`config.mk`:
```
export PLATFORM = sky130hd
export DESIGN_NAME = rmsst_iter
export DESIGN_NICKNAME = d
export VERILOG_FILES = /design/src/rtl/rmsst_pkg.sv /design/src/rtl/rmsst_iter.sv
export SDC_FILE = /design/constraint.sdc
export NUM_CORES = 1
export LEC_CHECK = 0
export BUFFER_PORTS_ARGS = -buffer_cell sky130_fd_sc_hd__buf_2
export CAP_MARGIN = 40
export CORE_MARGIN = 2
export CORE_UTILIZATION = 32
export CTS_CLUSTER_DIAMETER = 80
export CTS_CLUSTER_SIZE = 20
export DETAILED_ROUTE_END_ITERATION = 8
export HOLD_SLACK_MARGIN = 0.1
export SLEW_MARGIN = 20
export SYNTH_ARGS = -nofsm -noshare
export SYNTH_HDL_FRONTEND = slang
export SYNTH_SLANG_ARGS = --single-unit
```
`constraint.sdc`:
```
create_clock -name clk -period 8.9 [get_ports clk]
set_clock_uncertainty 0.15 [all_clocks]
set_input_delay 1.78 -clock clk [delete_from_list [all_inputs] [get_ports clk]]
set_output_delay 1.78 -clock clk [all_outputs]
set_load 0.02 [all_outputs]
```
`src/rtl/rmsst_pkg.sv`:
```
// Shared constants, operation codes and handshake structs for the running mean/stdev block.
package rmsst_pkg;

  localparam int SAMPLE_W   = 48;
  localparam int COUNT_BITS = 32;
  localparam int FRAC_BITS  = 16;
  localparam int VAR_W      = 64;
  localparam int CFG_W      = 16;

  // Divisors are the count or the count plus one.
  localparam int DIV_W      = COUNT_BITS + 1;
  localparam int MUL_B_W    = SAMPLE_W;
  localparam int PROD_W     = VAR_W + MUL_B_W;
  localparam int RAD_W      = VAR_W + FRAC_BITS;
  localparam int ROOT_W     = RAD_W / 2;
  localparam int REM_W      = ROOT_W + 4;
  localparam int MUL_STEPS  = MUL_B_W;
  localparam int DIV_STEPS  = VAR_W;
  localparam int CNT_W      = 6;

  // 3.92 in Q.16, rounded to nearest.
  localparam int STOP_W = 18;
  localparam logic [STOP_W-1:0] STOP_FACTOR = 18'd256901;
  localparam int CMP_W = SAMPLE_W + STOP_W;

  localparam logic CFG_ERROR_RATIO = 1'b0;
  localparam logic CFG_MIN_SAMPLES = 1'b1;

  typedef enum logic [1:0] {
    OP_MUL  = 2'd0,
    OP_DIV  = 2'd1,
    OP_SQRT = 2'd2
  } iter_op_t;

  typedef struct packed {
    logic             start;
    iter_op_t         op;
    logic [VAR_W-1:0] a;
    logic [VAR_W-1:0] b;
  } iter_req_t;

  typedef struct packed {
    logic              done;
    logic [PROD_W-1:0] x;
    logic [MUL_B_W-1:0] y;
  } iter_rsp_t;

endpackage

```
`src/rtl/rmsst_iter.sv`:
```
// Shared bit-serial unit: shift-add multiply, restoring divide and square root.
module rmsst_iter (
  input  logic                  clk,
  input  logic                  rst_n,
  input  rmsst_pkg::iter_req_t  req,
  output rmsst_pkg::iter_rsp_t  rsp
);
  import rmsst_pkg::*;

  iter_op_t           op_r;
  logic               busy_r;
  logic               done_r;
  logic [CNT_W-1:0]   cnt_r;
  logic [PROD_W-1:0]  x_r;
  logic [MUL_B_W-1:0] y_r;
  logic [REM_W-1:0]   rem_r;
  logic [VAR_W-1:0]   b_r;

  logic [REM_W-1:0]   div_sh;
  logic [REM_W-1:0]   div_b;
  logic               div_ge;
  logic [REM_W-1:0]   sq_sh;
  logic [REM_W-1:0]   sq_trial;
  logic               sq_ge;
  logic [PROD_W-1:0]  mul_sum;
  logic [CNT_W-1:0]   last;

  always_comb begin
    div_sh   = {rem_r[REM_W-2:0], x_r[VAR_W-1]};
    div_b    = REM_W'(b_r[DIV_W-1:0]);
    div_ge   = (div_sh >= div_b);
    sq_sh    = {rem_r[REM_W-3:0], x_r[RAD_W-1 -: 2]};
    sq_trial = REM_W'({y_r[ROOT_W-1:0], 2'b01});
    sq_ge    = (sq_sh >= sq_trial);
    mul_sum  = {x_r[PROD_W-2:0], 1'b0} + (y_r[MUL_B_W-1] ? PROD_W'(b_r) : '0);
    case (op_r)
      OP_MUL:  last = CNT_W'(MUL_STEPS - 1);
      OP_DIV:  last = CNT_W'(DIV_STEPS - 1);
      OP_SQRT: last = CNT_W'(ROOT_W - 1);
      default: last = '0;
    endcase
  end

  always_ff @(posedge clk) begin
    if (!rst_n) begin
      busy_r <= 1'b0;
      done_r <= 1'b0;
      cnt_r  <= '0;
      op_r   <= OP_MUL;
    end else begin
      done_r <= 1'b0;
      if (req.start) begin
        busy_r <= 1'b1;
        cnt_r  <= '0;
        op_r   <= req.op;
      end else if (busy_r) begin
        cnt_r <= cnt_r + 1'b1;
        if (cnt_r == last) begin
          busy_r <= 1'b0;
          done_r <= 1'b1;
        end
      end
    end
  end

  always_ff @(posedge clk) begin
    if (req.start) begin
      rem_r <= '0;
      case (req.op)
        OP_MUL: begin
          x_r <= '0;
          b_r <= req.a;
          y_r <= req.b[MUL_B_W-1:0];
        end
        OP_DIV: begin
          x_r <= PROD_W'(req.a);
          b_r <= req.b;
          y_r <= '0;
        end
        OP_SQRT: begin
          x_r <= PROD_W'({req.a, {FRAC_BITS{1'b0}}});
          b_r <= '0;
          y_r <= '0;
        end
        default: begin
          x_r <= '0;
          b_r <= '0;
          y_r <= '0;
        end
      endcase
    end else if (busy_r) begin
      case (op_r)
        OP_MUL: begin
          x_r <= mul_sum;
          y_r <= {y_r[MUL_B_W-2:0], 1'b0};
        end
        OP_DIV: begin
          // Dividend bits leave at the top while quotient bits enter at the bottom.
          x_r   <= {x_r[PROD_W-2:0], div_ge};
          rem_r <= div_ge ? (div_sh - div_b) : div_sh;
        end
        OP_SQRT: begin
          x_r   <= {x_r[PROD_W-3:0], 2'b00};
          rem_r <= sq_ge ? (sq_sh - sq_trial) : sq_sh;
          y_r   <= {y_r[MUL_B_W-2:0], sq_ge};
        end
        default: begin
          x_r <= x_r;
        end
      endcase
    end
  end

  assign rsp.done = done_r;
  assign rsp.x    = x_r;
  assign rsp.y    = y_r;

endmodule

```
### Word-level counts from Yosys, hierarchy flattened

Cells that the tools add are included.
W data, S select, Z words.

* flip-flop bits (word level): 277
* input port bits: 133
* output and inout bits: 161
* logic and storage cells: 50

* add/subtract/negate cells: 4
* $lt $le $gt $ge: 2
* equality and inequality tests: 5
* muxes and demuxes: 18
* bitwise gates (word level): 2
* reduce and logical (&&, ||, !) cells: 11

Operators by type and width (number)
* $pmux W112 S3: 1
* $mux W112: 2
* $pmux W80 S2: 1
* $mux W48: 3
* $pmux W64 S2: 1
* $add A112 B64 Y112: 1
* $pmux W48 S2: 1
* $mux W43: 2
* $pmux W43 S2: 1
* $mux W64: 1
* $ge A44 B33 Y1: 1
* $ge A44 B42 Y1: 1
* $sub A43 B33 Y43: 1
* $sub A43 B42 Y43: 1
* $pmux W6 S3: 1
* $add A6 B1 Y6 const B: 1
* $eq A6 B6 Y1: 1
* $reduce_and A2 Y1: 3
* $eq A2 B1 Y1 const B: 2
* $eq A2 B2 Y1 const B: 2
* $logic_not A2 Y1: 2
* $mux W1: 4
* $reduce_bool A2 Y1: 2
* $reduce_bool A4 Y1: 1
* 4 further kinds: 5

### Depth between registers and ports, before layout

* depth in word-level cells: 6
* depth in mapped cells: 16
* gate-level depth less buffers: 14

### Worst setup path after synthesis

Ideal clock, no wire load.

* path kind: input -> register
* start: input port req[130] (netlist bit)
* end: register x_r[0], enable pin
* library setup time: 490 ps
* arrival: 6616 ps
* data required time: 8260 ps
* setup slack: 1644 ps
* cell stages on the path: 5
* buffers on the path: 3
* path through: clkbuf_1 clkbuf_1 clkbuf_1 nand2b_1 nand2b_1

* longest elaborated chain between the ends: 2
* elaborated cells on any way between the ends: 3
* classes of those cells: reduce/logical (3)

RTL lines
* start, declared: RTL line rmsst_iter.sv:5 `input rmsst_pkg::iter_req_t req,`
* $reduce_bool A4 Y1 (no line) or $reduce_bool A2 Y1 (tied branches)
* $reduce_and A2 Y1 (no line) *
* end signal, assigned: RTL line rmsst_iter.sv:76 `x_r <= PROD_W'(req.a);`
* end signal, assigned: RTL line rmsst_iter.sv:81 `x_r <= PROD_W'({req.a, {FRAC_BITS{1'b0}}});`
* end signal, assigned: RTL line rmsst_iter.sv:94 `x_r <= mul_sum;`
* end, declared: RTL line rmsst_iter.sv:14 `logic [PROD_W-1:0] x_r;`

Every way passes the cells marked *; elsewhere a longest branch is shown, timed or not.
A chain may end at the register's enable or synchronous reset.

### Worst setup path after layout

* start: register y_r[47]
* end: register x_r[64] (data pin)

* longest elaborated chain between the ends: 5

RTL lines
* start, declared: RTL line rmsst_iter.sv:15 `logic [MUL_B_W-1:0] y_r;`
* start signal, assigned: RTL line rmsst_iter.sv:73 `y_r <= req.b[MUL_B_W-1:0];`
* start signal, assigned: RTL line rmsst_iter.sv:95 `y_r <= {y_r[MUL_B_W-2:0], 1'b0};`
* start signal, assigned: RTL line rmsst_iter.sv:105 `y_r <= {y_r[MUL_B_W-2:0], sq_ge};`
* $mux W64: RTL line rmsst_iter.sv:35 `mul_sum = {x_r[PROD_W-2:0], 1'b0} + (y_r[MUL_B_W-1] ? PROD_W'(b_r) : '0);`
* $add A112 B64 Y112: RTL line rmsst_iter.sv:35
* $pmux W112 S3: RTL line rmsst_iter.sv:92 `case (op_r)`
* $mux W112: RTL line rmsst_iter.sv:91 `end else if (busy_r) begin`
* $mux W112: RTL line rmsst_iter.sv:67 `if (req.start) begin`
* end signal, assigned: RTL line rmsst_iter.sv:76
* end signal, assigned: RTL line rmsst_iter.sv:94
* end signal, assigned: RTL line rmsst_iter.sv:99 `x_r <= {x_r[PROD_W-2:0], div_ge};`

No other way between the ends. The select of a mux whose other input is x is not followed.

==> impl_metrics.toml <==
[route]
wl_per_cell_um = 24.94
routed_wl_um = 101300
drc_errors = 0
drt-initial-drc-count = 2743
num_vias = 24470
viasPerCell = 6.023
drtPass1Iterations = 8
antenna_left = 0

[timing]
finalMaxSlewViolations = 0
worst_slew_margin_rel_pct = 38.87
setup_viol = 0
setup_slack_ns = 3.901
final.setup.tns_ns = 0
hold_viol = 0
fin_crit_ns = 4.999
tightest_slew_ns = 0.9086
period_share_pct = 56.17
rsz0062_at_grt = "no"
maxClockFrequency_mhz = 200.0

[flow_run]
maxCapViolations = 0

[placement]
place_congestion = 1.005
hpwlAfterDp_um = 76580
port-buffer-count = 293
place_ws_ns = 3.843

[power_and_ir_drop]
p_int_mw = 2.930
power.switching_mw = 2.172
p_seq_share_pct = 35.4
irDropWorstVdd_v = 0.0001300
sw_frac_of_total_pct = 42.57
p_per_area_nw_per_um2 = 185.3
p_clk_share_pct = 24.8
p_comb_share_pct = 39.8
leakage_nw = 11.19

[floorplan]
coreArea_sq_um = 75700
io_pins = 294
die_y_um = 280.2
die-area_sq_um = 78490
placement_rows = 101
initial_core_util_pct = 32.24
die_w_um = 280.2

[yosys]
yosysSeqAreaShare_pct = 31.91
synth_top_cell_area_share_pct = 27.56
yosysWarningCount = 0
synth.avg_cell_area_sq_um = 8.381
synth_edf_count = 224
async_flop_share_pct = 0
synth_ff_type = "edfxtp_1"
synth_cell_types = 88
synth_cells = 2912
synthesis.area_sq_um = 24400
synthTopCellsByArea = "edfxtp_1 (28%), ha_1 (7.5%), a21oi_1 (4.7%)"
synth-seq-cells = 277
yosysTopAreaCell = "edfxtp_1"
synth_nets = 3194

[final_layout]
final_layout_size_suffix_gt1_share_pct = 13.94
final_nets = 3346
area.growth.synth_to_final_pct = 12.84
final_common_cell = "nand2_1"
layout_common_cells = "nand2_1 (294), buf_2 (292), a21oi_1 (229), edfxtp_1 (224), o21ai_0 (215)"
n_antenna_cell = 0

[worst_setup_path]
start_kind = "flop"
cp-end-kind = "flop"
rrSetupSlack_ns = 3.90
cp.arrival_ns = 5.17
critPathRequiredTime_ns = 9.07
critical_path_class = "flop to flop"
r2r_start = "y_r[47]"
regToRegEndpoint = "x_r[64]"
rr_worst_depth = 14
cp_max_fo = 65

[hold_path]
holdCritPathClass = "flop to flop"
whs_path_depth = 2
holdCritStartpoint = "rem_r[42]"
holdPathEnd = "rem_r[42]"

[clocking]
clockRootBuffer = "clkbuf_16"
ctsResizeCount = 0
clockBufferDepth = 3
clock_sinks = 277
cts_buffers = 26
cts_tree = "done"
hold_buffers = 0
clk_latency_ns = 0.60
clk_pin_slew_worst_paths_ns = 0.09
post_cts.repair.setup_buffers = 0
htree_levels = 1

[run_status]
status = "completed"

[global_route]
grt_use_total_pct = 24.83
overflow = 0
grt_antenna_before_repair = 5
grt_pass1_wl_um = 150500
first_global_vias = 23190
grt_max_degree = 139
power groups by stage:
stage               Combinational, mW  Clock, mW  Sequential, mW
floorplan                        1.26          0            1.89
global placement                 2.00          0            1.83
detailed placement               2.00          0            1.83
CTS                              2.01       1.28            1.80
global route                     2.20       1.32            1.83
finish                           2.03       1.26            1.81
how the worst max path moves through the flow:
stage                  start  slack, ns       to  cells past startpoint
finish               y_r[47]       3.90  x_r[64]                     14
global route         y_r[47]       3.62  x_r[64]                     14
CTS                  y_r[47]       3.94  x_r[64]                     14
detailed placement  req[130]       3.84  x_r[44]                      6
global placement    req[130]       3.67  x_r[44]                      5
floorplan           req[130]       1.64   x_r[0]                      5
metrics by stage:
step                      utilization, %  instance area, sq um  total power, mW  hold WS [ns]  std cells
after detailed placement           35.16                 26620            3.826        0.3190       4014
after global routing               36.38                 27540            5.345        0.3910       4062
after CTS                          36.38                 27540            5.088        0.3441       4062
final                              36.38                 27540            5.102        0.3541       4062
after global placement             35.13                 26590            3.826        0.3160       4013
after floorplan                        -                 24400            3.150        0.2931       2912
synth_stat cells (24+ instances only):
cell type / count
ha_1: 147
xnor2_1: 93
nor3_1: 41
a22o_1: 76
clkbuf_1: 155
o21bai_1: 31
a22oi_1: 102
o211ai_1: 44
nor2_1: 153
nor2b_1: 24
a21oi_1: 229
nand3_1: 56
nor4_1: 32
nand2_1: 294
o21ai_0: 215
and2_1: 88
a31oi_1: 24
xor2_1: 58
o221ai_1: 24
o31ai_1: 24
a21o_1: 88
inv_1: 134
and3_1: 34
nand4_1: 61
edfxtp_1: 224
dfxtp_1: 53
cells by family (layout without fill, tap and decap cells):
| family | after synthesis | in the layout | synth area share, % |
|---|---|---|---|
| DFF | 277 | 277 | 31.91 |
| buffers and inverters | 335 | 507 | 5.393 |
| AOI/OAI and AO/OA | 1096 | 1096 | 30.63 |
| xor gates and xnor gates | 151 | 151 | 5.419 |
| and+or+nand+nor | 873 | 873 | 17.60 |
| adders and majority gates | 149 | 149 | 7.701 |
| muxes | 31 | 31 | 1.348 |
critical path, cell delays in order, from the launching register on:
cell and delay (ns):
edfxtp_1 0.33, buf_4 0.52, and2_1 0.24, ha_1 0.30
a21oi_1 0.24, o211a_1 0.34, o21ai_0 0.15, o21ai_1 0.41
a211oi_1 0.23, or4_4 0.55, a211oi_4 0.20, buf_4 0.35
nor3_1 0.08, a221oi_1 0.42, o21ai_1 0.18
layout make-up:
type                    count  area [sq um]
well taps                 978          1224
inverters                 135         506.7
multi-input cells        2300         15360
clock inverters            20         240.2
fillers                  7895         48160
clock buffers              28         679.4
flip-flops and latches    277          7787
repair buffers            324          1740
state kept, by name, summed over array words and instances (netlist names):
| register | count |
|---|---|
| x_r | 112 |
| b_r | 64 |
| y_r | 48 |
| rem_r | 43 |
| cnt_r | 6 |
| op_r | 2 |
| busy_r | 1 |
| done_r | 1 |
routing by layer:
layer  vias to the layer above  wire, um  track usage [%]
li1                      11350         -                -
met4                         4      4084            8.968
met1                     11860     41890            32.83
met5                         -        23                0
met3                       170      8083            4.047
met2                      1082     47240            40.75
(Power assumes the default switching activity.)
